<file path="config.mk">
export PLATFORM = sky130hd
export DESIGN_NAME = fdda_acc
export DESIGN_NICKNAME = d
export VERILOG_FILES = /design/src/fdda_pkg.sv /design/src/fdda_acc.sv
export SDC_FILE = /design/constraint.sdc
export NUM_CORES = 1
export LEC_CHECK = 0
export BUFFER_PORTS_ARGS = -buffer_cell sky130_fd_sc_hd__buf_2
export CAP_MARGIN = 10
export CORE_UTILIZATION = 50
export CTS_BUF_LIST = sky130_fd_sc_hd__clkbuf_4 sky130_fd_sc_hd__clkbuf_8
export DETAILED_ROUTE_END_ITERATION = 7
export PLACE_DENSITY = 0.76
export SLEW_MARGIN = 20
export SYNTH_ARGS = -nofsm -noshare
export SYNTH_HDL_FRONTEND = slang
export SYNTH_SLANG_ARGS = --single-unit
</file>
<file path="constraint.sdc">
create_clock -name clock -period 11.1 [get_ports clock]
set_input_delay 2.22 -clock clock [delete_from_list [all_inputs] [get_ports clock]]
set_output_delay 2.22 -clock clock [all_outputs]
set_load 0.02 [all_outputs]
</file>
<file path="src/fdda_pkg.sv">
// Package with shared types, register indexes and rounding helpers for the fused dot/AXPY block.
`timescale 1ns / 1ps
`default_nettype none

package fdda_pkg;

   localparam int CSR_IDX_W  = 3;
   localparam int CSR_DATA_W = 32;

   localparam logic [CSR_IDX_W-1:0] CSR_ALPHA_RE = 3'd0;
   localparam logic [CSR_IDX_W-1:0] CSR_ALPHA_IM = 3'd1;
   localparam logic [CSR_IDX_W-1:0] CSR_BETA_RE  = 3'd2;
   localparam logic [CSR_IDX_W-1:0] CSR_BETA_IM  = 3'd3;
   localparam logic [CSR_IDX_W-1:0] CSR_MODE     = 3'd4;

   typedef struct packed {
      logic signed [31:0] x_re;
      logic signed [31:0] x_im;
      logic signed [31:0] u_re;
      logic signed [31:0] u_im;
      logic signed [31:0] y_re;
      logic signed [31:0] y_im;
      logic signed [31:0] z_re;
      logic signed [31:0] z_im;
      logic               last;
   } req_type;

   typedef struct packed {
      logic signed [31:0] new_y_re;
      logic signed [31:0] new_y_im;
      logic signed [31:0] new_z_re;
      logic signed [31:0] new_z_im;
      logic signed [63:0] rho_re;
      logic signed [63:0] rho_im;
      logic               done_res;
   } rsp_type;

   // Control for the dot product accumulator.
   typedef struct packed {
      logic en;
      logic cplx;
      logic last;
   } acc_ctl_type;

   // Round a Q32.32 sum half up to Q16.16 and saturate to 32 bits.
   function automatic logic signed [31:0] round_sat32(input logic signed [65:0] v);
      logic signed [65:0] t;
      logic signed [31:0] r;
      t = v + 66'sd32768;
      t = t >>> 16;
      if ((&t[65:31]) || !(|t[65:31])) begin
         r = t[31:0];
      end else if (t[65]) begin
         r = 32'sh8000_0000;
      end else begin
         r = 32'sh7FFF_FFFF;
      end
      return r;
   endfunction

   // Saturate an exact sum to the signed 64-bit range.
   function automatic logic signed [63:0] sat64(input logic signed [65:0] v);
      logic signed [63:0] r;
      if ((&v[65:63]) || !(|v[65:63])) begin
         r = v[63:0];
      end else if (v[65]) begin
         r = 64'sh8000_0000_0000_0000;
      end else begin
         r = 64'sh7FFF_FFFF_FFFF_FFFF;
      end
      return r;
   endfunction

endpackage

`default_nettype wire

</file>
<file path="src/fdda_acc.sv">
// Running dot product accumulator with saturation and end-of-vector clear.
`timescale 1ns / 1ps
`default_nettype none

module fdda_acc (
   input  wire                      clock,
   input  wire                      reset,
   input  wire fdda_pkg::acc_ctl_type ctl,
   input  wire logic signed [63:0]  p_xr_ur,
   input  wire logic signed [63:0]  p_xi_ui,
   input  wire logic signed [63:0]  p_xr_ui,
   input  wire logic signed [63:0]  p_xi_ur,
   output logic signed [63:0]       rho_re,
   output logic signed [63:0]       rho_im
);
   import fdda_pkg::*;

   logic signed [63:0] acc_re_ff, acc_re_in;
   logic signed [63:0] acc_im_ff, acc_im_in;
   logic signed [65:0] sum_re, sum_im;
   logic signed [63:0] sat_re, sat_im;

   always_comb begin
      sum_re = 66'(acc_re_ff) + 66'(p_xr_ur) + 66'(p_xi_ui);
      sum_im = 66'(acc_im_ff) + 66'(p_xr_ui) - 66'(p_xi_ur);
      sat_re = sat64(sum_re);
      // Real mode leaves the imaginary accumulator where it was; the last item still clears it.
      sat_im = ctl.cplx ? sat64(sum_im) : acc_im_ff;
      rho_re = sat_re;
      rho_im = ctl.cplx ? sat_im : 64'sd0;
   end

   always_comb begin
      acc_re_in = acc_re_ff;
      acc_im_in = acc_im_ff;
      if (ctl.en) begin
         acc_re_in = ctl.last ? 64'sd0 : sat_re;
         acc_im_in = ctl.last ? 64'sd0 : sat_im;
      end
   end

   always_ff @(posedge clock) begin
      if (reset) begin
         acc_re_ff <= 64'sd0;
         acc_im_ff <= 64'sd0;
      end else begin
         acc_re_ff <= acc_re_in;
         acc_im_ff <= acc_im_in;
      end
   end

endmodule

`default_nettype wire

</file>
* After elaboration in Yosys (flattened, before gate mapping)
Index checks and enable logic that the tools add are counted.
Word-level totals: register bits after elaboration 128, output and inout port bits 128, logic and storage cells 22
Cells by class: add/sub/neg operators 4, muxes and demuxes 8, reduce and logical (&&, ||, !) cells 8
Operators by type and width (count):
- 64-bit two-way mux | 8
- 64-bit by 64-bit adder with 65-bit output | 2
- 65-bit by 64-bit adder with 66-bit output | 1
- 65-bit by 64-bit subtractor with 66-bit output | 1
- 3-bit AND reduction | 2
- 3-bit OR reduction | 2
- 1-bit zero test | 2
- 1-bit logical OR | 2

* Logic depth before layout (Yosys ltp)
Gate-level depths: netlist of run 1.
depth in word-level cells 8, depth in mapped cells 19, gate-level depth less buffers 17

* Worst setup path after synthesis of run 1
OpenSTA, ideal clock, no wires.
path type input port to output port, start point input port p_xr_ur[1], end point output port rho_re[51], data arrival time 6160 ps, required time 8880 ps, slack 2720 ps, stages on the path 17, buffers on the path 2, cell sequence inv_1 -> fa_1 -> inv_1 -> ha_1 -> fa_1 -> a211oi_1 -> o21ba_2 -> a211oi_2 -> a21oi_1 -> o21ai_2 -> a31oi_1 -> nand2_1 -> a22o_1 -> o31a_1 -> buf_2 -> clkbuf_1 -> o21ai_0
On the way: word-level cells in the longest chain between the ends 6
Ends and longest elaborated chain:
- start, declared | line fdda_acc.sv:9 | input wire logic signed [63:0] p_xr_ur,
- 64-bit by 64-bit adder with 65-bit output * | line fdda_acc.sv:24 | sum_re = 66'(acc_re_ff) + 66'(p_xr_ur) + 66'(p_xi_ui);
- 65-bit by 64-bit adder with 66-bit output * | line fdda_acc.sv:24
- 3-bit OR reduction | line fdda_pkg.sv:64 | if ((&v[65:63]) || !(|v[65:63])) begin
- 1-bit zero test | line fdda_pkg.sv:64
- 1-bit logical OR | line fdda_pkg.sv:64
- 64-bit two-way mux * | line fdda_pkg.sv:64
- end, declared | line fdda_acc.sv:13 | output logic signed [63:0] rho_re,
Mark *: on every way between the ends. The rest lies on a longest branch, timed or not.

* Worst setup path in the final report of run 1
start point input port p_xr_ur[1], end point output port rho_re[28]
Same word-level chain as after synthesis.

==> results of run 1 <==
## final cells by class
type | instances | area share
Multi-Input combinational cell | 1726 | 0.655
Sequential cell | 128 | 0.132
Timing Repair Buffer | 400 | 0.105
Inverter | 294 | 0.0568
Tap cell | 442 | 0.0285
Clock buffer | 18 | 0.0128
Clock inverter | 14 | 0.00928
Antenna cell | 5 | 0.000644
## cell usage in the layout, fill, tap and decap left out, drive strengths merged, types with 23 or more instances in the layout
cell type	synthesis	routed
nand4	38	38
ha	130	130
dfxtp	128	128
a211o	41	41
nand3	28	28
fa	129	129
nand2	232	232
nor2	170	170
buf	38	400
inv	294	299
a22o	23	23
o21ai	177	177
a21oi	290	290
xnor2	73	73
a21o	56	56
xor2	47	47
o21bai	29	29
## critical path, cell delays in order
cell and delay (ps):
buf_2 70, inv_1 50, fa_1 470, inv_1 70, ha_1 220, fa_1 270
a211oi_1 110, o21ba_2 250, a211oi_2 230, a21oi_1 180, a211o_1 360, o21ai_1 320
a21oi_1 210, o22ai_1 730, o31a_1 960, buf_4 340, nor2_1 80, nor2_1 110
buf_2 180
## worst paths after layout
check                                    from             to  slack, ps  cells past startpoint
worst max-delay path               p_xr_ur[1]     rho_re[28]       1440                     19
worst min-delay path            acc_im_ff[46]  acc_im_ff[46]        440                      2
worst max register to register   acc_re_ff[1]  acc_re_ff[30]       4640                     19
worst min register to register  acc_im_ff[46]  acc_im_ff[46]        440                      2
## power by group through the flow
stage          Sequential (mW)  Combinational, mW  Clock (mW)
2_1_floorplan            0.573               2.34           0
3_3_place_gp             0.581               3.30           0
3_5_place_dp             0.584               3.33           0
4_1_cts                  0.574               3.35       0.477
5_1_grt                  0.582               3.68       0.495
6_report                 0.574               3.39       0.471
## metrics by stage
step           area (um2)  std cells
2_1_floorplan       16800       2266
3_3_place_gp        19000       2990
3_5_place_dp        19000       2990
4_1_cts             19400       3022
5_1_grt             19400       3024
6_report            19400       3027
## sequential cells by signal, indices dropped and copies added, names as in the netlist
name and flops:
acc_im_ff 64, acc_re_ff 64
## cell families (layout without fill, tap and decap cells)
kind of cell / Yosys count / count (layout) / share of synthesized area
AO/OA/AOI/OAI: 758 / 758 / 0.281
XOR/XNOR: 120 / 120 / 0.0624
adder cells (fa/ha/maj): 259 / 259 / 0.250
buffers and inverters: 412 / 726 / 0.0955
flip-flops: 128 / 128 / 0.152
multiplexers: 3 / 3 / 0.00178
other: 0 / 5 / 0
AND/OR/NAND/NOR: 586 / 586 / 0.157
## metal layers
| layer | global-route usage | vias up |
|---|---|---|
| met5 | 0 | - |
| met2 | 0.523 | 754 |
| met1 | 0.410 | 8201 |
| li1 | - | 8378 |
| met4 | 0.144 | 8 |
| met3 | 0.0565 | 122 |
==> summary by stage, run 1 <==
Outcome
The run finished with clean final reports.

GRT
Across every metal layer, demand over resource in global routing totals 0.320. The number of global-route vias before repair came to 16.8k. The wire length of the first global-routing pass is 86.1 mm. The initial antenna violation count was 8. The total grt overflow is 0. The pin count of the biggest net entering global routing is 100.

Pwr
The share of total power dissipated in the clock network is 0.106. The internal power is 1.91 mW. Power spread over the standard cell area amounts to 228 nW/um2.

Of the total power, registers draw 0.130. The total chip power is 4.43 mW. Of the total power, combinational logic draws 0.764. Of the total power, the share spent switching nets is 0.569. In this run the static leakage power is 9.32 nW. The switching power is 2.52 mW. Across the VDD grid, the largest voltage drop is 0.154 mV.

Logic synthesis
The flip-flop and latch count after synthesis is 128. After synthesis, the cell types taking the most area are fa_1, dfxtp_1, ha_1. The async set or reset register ratio after synthesis is 0. The average instance in the mapped netlist occupies 7.43 um2. The commonest cells after synthesis are inv_1, a21oi_1, nand2_1, nor2_1, o21ai_0. Summed over all instances, the cell type with the most area after synthesis is fa_1. The most used flip-flop cell after synthesis is dfxtp_1.

Of the post-synthesis cell area, the dominant cell type holds 0.153. The number of enable-type register cells in the synthesized netlist is 0. The area of the mapped netlist is 16,800 um2.

The gate count after technology mapping is 2,266. The number of distinct library cells after synthesis is 76. When the netlist entered floorplanning its net count stood at 2,786. Of the synthesized area, sequential elements account for 0.152.

Among all cell types in the netlist, the one instantiated most often is inv_1. During synthesis, Yosys emitted a total of 0 warnings.

STA
The time the worst path needs with I/O delays and setup is 9660 ps. The final critical-path share of the clock period is 0.870. The number of endpoints with negative hold slack in the final report is 0. The worst pin sits at a relative slew slack of 0.268. For the final routed database, the setup TNS stands at 0 ps. Setup violations remaining at the end of the flow were counted as 0. Timing would allow up to 0.104 GHz.

The worst-case clock skew is 19.9 ps. Hold is met by 444 ps. Setup slack closes at 1440 ps. The total count of max-transition violations in the final report is 0. Setup repair after global routing left no endpoint under its margin.

The transition time at the pin with the least slew margin is 1070 ps.

Clock network
The clock passes through at most 2 buffers. The clock buffer count from CTS is 17. The post-CTS repair timing setup buffer count is 0.

For this design, the CTS-stage hold fixing added 0 buffers. At the later pin of the worst-skew pair, clock insertion delay measures 510 ps. TritonCTS built the clock tree.

The maximum level of the CTS H-tree is 4. The clock-pin slew on the worst setup and hold paths is 90 ps. After clock tree synthesis, the repair step resized 0 gates. CTS placed an instance of clkbuf_8 at the clock tree root. The number of clock sinks seen by CTS is 128.

Routing
After detailed routing, the met3 layer carries 4.14 mm of wire. Using the TritonRoute via totals, the vias-per-cell ratio works out to 5.77. Once detail routing completed, the nets flagged for antenna violations numbered 0. Before antenna repair, the detailed router went through 5 iterations.

After detailed routing, the wire length on met1 is 23.6 mm. The detailed router used layers up to and including met5. The count of routing violations after the opening detailed-route iteration is 1,129. Dividing the detail-routed wire length by the instance count gives 18.4 um.

The DRC violations left is 0. The met2 wirelength from detailed routing is 25.6 mm. The routed layout has 17.5k vias. The total wire length after detailed routing is 55.6 mm.

Critical path
The largest fanout on the critical path is 20. The critical path in this run is classified as in2out. At the worst endpoint, the required time is 8880 ps. STA classifies the critical path startpoint as an input port.

The worst path arrival time is 7440 ps. The category of the worst setup path capture point is a primary output.

Layout
The area taken by multi-input logic gates is 12,700 um2. The area growth from synthesis to layout is 15.3%. The utilization of the core after routing is 0.591. The share of cells above drive strength 1 is 0.182. The final net count is 3,087. The flip-flop and latch area is 2560 um2.

The layout has 3,129 filler cells.

Min path
The type of the worst min-delay path is reg2reg.

Flow run
The number of max-cap violations is 0.

Placement
The port buffer count is 388. Detailed placement finished with a half-perimeter wire length of 44.8 mm. The congestion estimate from routability-driven global placement came to 0.993. The worst slack at placement is 1480 ps.

Floorplanning
The standard-cell row count is 66. The floorplan core area is 32,900 um2. The floorplan step set the die width to 186 um. 389 I/O pins were placed.

The full die area is 34,400 um2. The height of the die is 186 um. The initial cell density of the core is 0.512.
Power figures use the tool's default switching activity.
==> run 2, diff against run 1 <==
- CELL_PAD_IN_SITES_DETAIL_PLACEMENT: not set -> 0
- CELL_PAD_IN_SITES_GLOBAL_PLACEMENT: not set -> 1
- CORE_ASPECT_RATIO: not set -> 1.25
- CORE_UTILIZATION: 50 -> 44
- PLACE_DENSITY: 0.76 -> 0.9
==> run 2 against run 1 <==
Routed wire length is 2.8% higher. Register-to-register slack better by 1100 ps. Clock skew is 5.6 ps lower. Non-clock buffer count is 2 higher. Die area is 14% higher. Global-route usage is 2.7 points lower. Count of clock-buffer cells in the layout is 2 higher. Via count is 1.6% lower. Maximum frequency is 2.3% higher. Total power is 0.81% lower.
==> summary by stage, run 2 (synthesis gave the netlist of run 1 again) <==
Floorplanning
The die covers 39,100 um2. The initial cell density of the core is 0.450. The core region is 37,500 um2. The height of the die is 221 um. The number of I/O pins is 389. The standard-cell row count is 79. The die boundary width is 177 um.

GRT
The number of global-route vias before repair is 16.8k. The initial antenna violation count came to 4. Entering global routing, the biggest net connects 64 pins.

The total routing usage reported by global routing is 0.293. Global routing finished with a remaining overflow of 0. The wire length of the first global-routing pass is 89.3 mm.

Layout
At the end of the flow the core is filled with cells to 0.519. The layout-stage area growth over the synthesis result is 15.4%. The post-route non-filler standard cell count is 3,069. The count of filler cells inserted in the layout is 3,829. The library cell used most frequently in the layout, excluding fill and tap cells, is buf_2. Of the cells placed in the final design, the portion with a size suffix greater than 1 is 0.182. At the end of the flow, the number of nets in the layout was 3,089. The top cell types in the final layout, fill and taps aside, are buf_2, inv_1, a21oi_1. In the final layout, the registers with the most flip-flops are acc_im_ff (64), acc_re_ff (64).

Critical path
The critical path crosses 19 cells after its start point. The signal on the critical path passes through buf_2 > inv_1 > fa_1 > inv_1 > ha_1 > fa_1 > a211oi_1 > o21ba_2 > a211oi_2 > a21oi_1 > a211o_1 > o21ai_1 > a21oi_1 > o22ai_1 > inv_2 > o31a_2 > buf_4 > o21ai_0 > buf_2. The end of the worst register-to-register path is acc_re_ff[52]. At the worst endpoint, the required time is 8880 ps. The dominant delay contributor by cell family on the critical path is compound AO/OA/AOI/OAI gates.

For the worst setup path, the data arrival time is 7220 ps. Counting both buffers and inverters, the worst setup path holds a total of 6. The critical setup path kind is in2out. Measured in cells, the most critical reg-to-reg path has a length of 18. STA classifies the critical path startpoint as an input port. The standard cell with the maximum stage delay on the critical path is fa_1. The largest single stage delay on the critical path is 530 ps. The critical path starts at p_xr_ur[1]. The setup check on the worst reg-to-reg path leaves a slack of 5700 ps. The critical path ends at rho_re[33]. The worst setup path is captured at a primary output.

The largest fanout on the critical path is 53. In this run the critical register-to-register path is launched from acc_re_ff[1].

Routing
The detailed router put a total of 23.0 mm of wire on met1. Using the TritonRoute via totals, the vias-per-cell ratio works out to 5.60. The detail-routed net length per standard cell is 18.6 um. The count of nets left with antenna violations once routing finished came out at 0. In the routed design, unresolved DRC markers number 0. For this block, the via count after detailed routing is 17.2k. The total wire length after detailed routing is 57.2 mm.

The iteration count of the initial detailed-routing pass is 5. The routed design uses 3.37 mm of met3 wire. Detailed routing placed a total of 29.2 mm of wire on met2. The highest routing layer actually used is met5. The detailed router finished its first iteration with 844 violations.

Clock network
After clock tree synthesis, the clock-pin slew on the worst setup and hold paths is 90 ps. At the later pin of the worst-skew pair, clock insertion delay measures 520 ps. The TritonCTS clock tree is built.

The number of instances resized during post-cts repair is 0. TritonCTS created 17 clock buffers. The number of setup buffers added after CTS is 0. For this design, the sink count on the clock tree is 128.

The largest buffer count on any clock path is 2. Hold repair after CTS inserted 0 buffers. The CTS root buffer is clkbuf_8.

The maximum level of the CTS H-tree is 4.

Min path
Counting instances, the worst hold path has a depth of 2. The type of the worst min-delay path is reg2reg.

STA
Setup violations remaining at the end of the flow were counted as 0. In this run the tightest slew margin relative to its limit is 0.280. Between clock sinks in the finished design, the worst skew comes to 14.3 ps. The sum of negative setup slack is 0 ps. The final critical-path share of the clock period is 0.851.

The number of endpoints with negative hold slack in the final report was 0. The time the worst path needs with I/O delays and setup is 9440 ps. Based on the critical path, the design can be clocked at up to 0.106 GHz. The transition time at the pin with the least slew margin is 1080 ps.

The total count of max-transition violations in the final report is 0. Setup repair after global routing left no endpoint under its margin.

Placement
The port buffer count is 388. The detailed-placement wirelength estimate is 46.6 mm. Once placement completed, the tool counted placed cells totaling 3,036. At the end of routability-driven placement, the weighted congestion stood at 0.964.

Pwr
The leakage power of the design is 9.32 nW. The largest voltage drop on the vdd net is 0.101 mV. For this design the ratio of total power to cell area is 226 nW/um2.

Outcome
The flow ran to the end, and the final reports show no timing, DRC or antenna violations.

Flow run
The number of max-cap violations is 0.
[run 2: changes by cell type in the layout (fill, tap and decap cells not counted), sizes merged]
cell | before | now
buf | 400 | 402
bufinv | 3 | 2
clkbuf | 18 | 20
clkinv | 4 | 7
diode | 5 | 2
inv | 299 | 294
[run 2: worst register-to-register path, cell delays in order (launching register included)]
cell and delay (ps):
dfxtp_1 340, inv_1 50, fa_1 470, inv_1 50, ha_1 230, fa_1 500, a211oi_1 340, o21ba_2 220
a211oi_2 70, a21oi_1 340, a211o_1 230, o21ai_1 190, a21oi_1 340, o22ai_1 390, inv_2 210, o31a_2 230
buf_4 480, nor2_1 290, a221o_1 340
[run 2: layout make-up]
type | instances | area [um2] | area share
tap | 486 | 608 | 0.0313
antenna | 2 | 5.00 | 0.000258
sequential | 128 | 2560 | 0.132
inverter | 294 | 1100 | 0.0568
timing repair buffer | 402 | 2050 | 0.105
clock inverter | 11 | 114 | 0.00586
multi-input combinational | 1726 | 12700 | 0.655
clock buffer | 20 | 275 | 0.0142
[run 2: worst min-delay path by stage]
stage | slack (ps) | start | end
final | 450 | acc_im_ff[46] | acc_im_ff[46]
after global routing | 460 | acc_im_ff[46] | acc_im_ff[46]
after CTS | 440 | acc_im_ff[46] | acc_im_ff[46]
after detailed placement | 430 | acc_im_ff[46] | acc_im_ff[46]
after global placement | 420 | acc_im_ff[46] | acc_im_ff[46]
after floorplan | 420 | acc_im_ff[46] | acc_im_ff[46]
[run 2: metal layers]
metal  GRT usage  up-vias
met5           0        -
met1       0.346     8112
met4       0.110        4
li1            -     8363
met2       0.531      614
met3      0.0414       85
[run 2: through the flow]
step / setup slack (ps) / area, um2 / total power, mW / hold slack (ps)
floorplan: 2720 / 16800 / 2.91 / 416
global placement: 1880 / 19000 / 3.92 / 423
detailed placement: 1640 / 19000 / 3.94 / 429
CTS: 1630 / 19400 / 4.39 / 441
global route: 1280 / 19400 / 4.74 / 463
finish: 1660 / 19400 / 4.40 / 447
[run 2: power by group]
| group | switching (mW) | internal (mW) |
|---|---|---|
| clock | 0.225 | 0.213 |
| combinational | 2.24 | 1.14 |
| sequential | 0.0458 | 0.529 |
==> run 3, diff against run 2 <==
- CORE_ASPECT_RATIO: 1.25 -> 0.6
==> run 3 against run 2 <==
Combinational power up 4%. Final cell count grew 1.2%. Clock power rose by 19%. Critical endpoint is now rho_re[2].
==> summary by stage, run 3 (synthesis gave the netlist of run 1 again) <==
STA
Timing would allow up to 0.103 GHz. The transition time at the pin with the least slew margin is 1130 ps. Across all hold checks on the routed design, the worst slack comes to 455 ps.

Setup total negative slack on the finished layout was measured at 0 ps. Of the available clock period, the critical path in the final layout requires 0.876. The final setup violation count is 0.

The number of endpoints with negative hold slack in the final report is 0. Across the routed clock network, the largest skew measured is 21.1 ps. The worst max-slew margin expressed relative to the limit is 0.246. The total count of max-transition violations in the final report is 0.

Setup repair after global routing left no endpoint under its margin. The final setup slack of the worst path is 1370 ps. The routed design could run at a clock period as short as 9730 ps.

Pwr
The total chip power is 4.63 mW. The power density over cell area is 236 nW/um2. The analysis attributes to cell leakage a power of 9.35 nW. The worst-case IR drop observed on VDD is 0.155 mV.

Critical path
STA classifies the critical path endpoint as a primary output. Of all nets on the critical path, the largest fanout is 39. For flop-to-flop paths, the worst setup slack is 5010 ps. The longest individual stage delay on the worst path is 840 ps. The worst path arrival time is 7510 ps.

The launch point of the worst path is p_xr_ur[1]. Among all stages on the critical path, the largest delay is contributed by o22ai_1. STA classifies the critical path startpoint as an input port.

Traced cell by cell, the critical path runs through buf_2 > inv_1 > fa_1 > inv_1 > ha_1 > fa_1 > a211oi_1 > o21ba_2 > a211oi_2 > a21oi_1 > a211o_1 > o21ai_1 > a21oi_1 > o22ai_1 > o31a_1 > buf_4 > nor2_1 > nor2_1 > buf_2. The critical setup path kind is in2out. The worst register-to-register path begins at acc_re_ff[1]. The required time of the worst setup path is 8880 ps.

Clock network
After clock tree synthesis, the repair step resized 0 gates. Clock tree synthesis found a total of 128 sinks. The tree is rooted in a clkbuf_8. TritonCTS built the clock tree. In this run the number of H-tree levels came out at 4. Once the clock tree was built, the setup fixing pass inserted 0 buffers. No sink is reached through more buffers than the 2 on the longest clock path. After clock tree synthesis, the clock-pin slew on the worst setup and hold paths is 90 ps. The clock buffer count from CTS is 17. Clock latency on the worst-skew pair, taken at its later pin, is 500 ps. The count of hold-fix buffers inserted at cts is 0.

Placement
At the placement stage, the worst setup path has a slack of 1500 ps. At the end of routability-driven placement, the weighted congestion stood at 1.02. The port buffer count is 388. Summed over all nets, the half-perimeter wirelength after detailed placement is 53.0 mm.

Floorplanning
The die boundary width is 255 um. After floorplanning, the core was divided into 55 placement rows. In this run the vertical extent of the chip is 154 um. The initial cell density of the core is 0.447. Pin placement for this block handled 389 I/O pins. The die covers 39,100 um2.

The floorplan core area is 37,700 um2.

Routing
The count of routing violations after the opening detailed-route iteration is 1,857. The via count of the routed design is 17.9k. The count of nets left with antenna violations once routing finished came out at 0. The number of vias per cell is 5.78. The first detailed-routing pass ran for 5 iterations. The detail-routed net length per standard cell is 21.1 um. The total wire length after detailed routing is 65.5 mm.

In the routed design, unresolved DRC markers number 0.

Flow run
The tool flagged a number of max-cap violations equal to 0.

Min path
The startpoint of the most critical hold path is acc_im_ff[18]. The type of the worst min-delay path is reg2reg.

Outcome
The flow ran to the end, and the final reports show no timing, DRC or antenna violations.

GRT
The number of global-route vias before repair is 16.8k. The initial antenna violation count is 11. In the global route stage, overall resource usage came out at 0.332. The pin count of the biggest net entering global routing is 65. The first global-routing pass estimated 98.8 mm of wire. Summed over all layers, the global routing overflow is 0.

Layout
The count of filler cells inserted in the layout is 3,817. In the final layout, the share of cells above drive strength 1 is 0.182. Once layout is complete, the utilization of the core stands at 0.519. The largest registers in the layout are acc_im_ff (64), acc_re_ff (64). The top cell types in the final layout, fill and taps aside, are buf_2, inv_1, a21oi_1. The area growth from synthesis to layout is 16.2%. In the final design database the tool counted 3,089 nets. The most common library cell in the layout ignoring fill and taps is buf_2.
## run 3: critical path, delay by kind of cell
kind                     cells  cell delay [ps]
AO/OA/AOI/OAI                9             2830
adder cells (fa/ha/maj)      3              990
buffers and inverters        5              920
AND/OR/NAND/NOR              2              510
## run 3: stage by stage
| stage | area [um2] | instances |
|---|---|---|
| 3_5_place_dp | 19100 | 3063 |
| 6_report | 19600 | 3106 |
| 5_1_grt | 19600 | 3103 |
| 2_1_floorplan | 16800 | 2266 |
| 4_1_cts | 19500 | 3095 |
| 3_3_place_gp | 19100 | 3063 |
## run 3: cell type report
class,count,area (um2),area share
timing repair buffer,402,2050,0.105
tap,513,642,0.0328
clock buffer,22,278,0.0142
multi-input combinational,1726,12700,0.650
inverter,294,1100,0.0564
clock inverter,10,184,0.00940
sequential,128,2560,0.131
antenna,11,27.5,0.00141
## run 3: metal layers
layer  part of all wire  global-route usage  vias to the layer above  wire (um)
met3               0.11              0.0813                       89       7060
met4              0.027               0.100                        2       1800
met5            0.00012                   0                        -          8
li1                   -                   -                     8386          -
met1               0.47               0.515                     8553      31000
met2               0.39               0.441                      913      25600
## run 3: power by group
part           internal [mW]  total, mW  switching (mW)
Combinational           1.15       3.53            2.38
Clock                  0.283      0.523           0.240
Sequential             0.529      0.578          0.0488
Total                   1.96       4.63            2.67
## run 3: path summary, 6_finish.rpt
check,endpoint,cells after the start
hold reg to reg,acc_im_ff[18],2
setup / recovery,rho_re[2],19
setup reg to reg,acc_re_ff[20],18
hold / removal,acc_im_ff[18],2
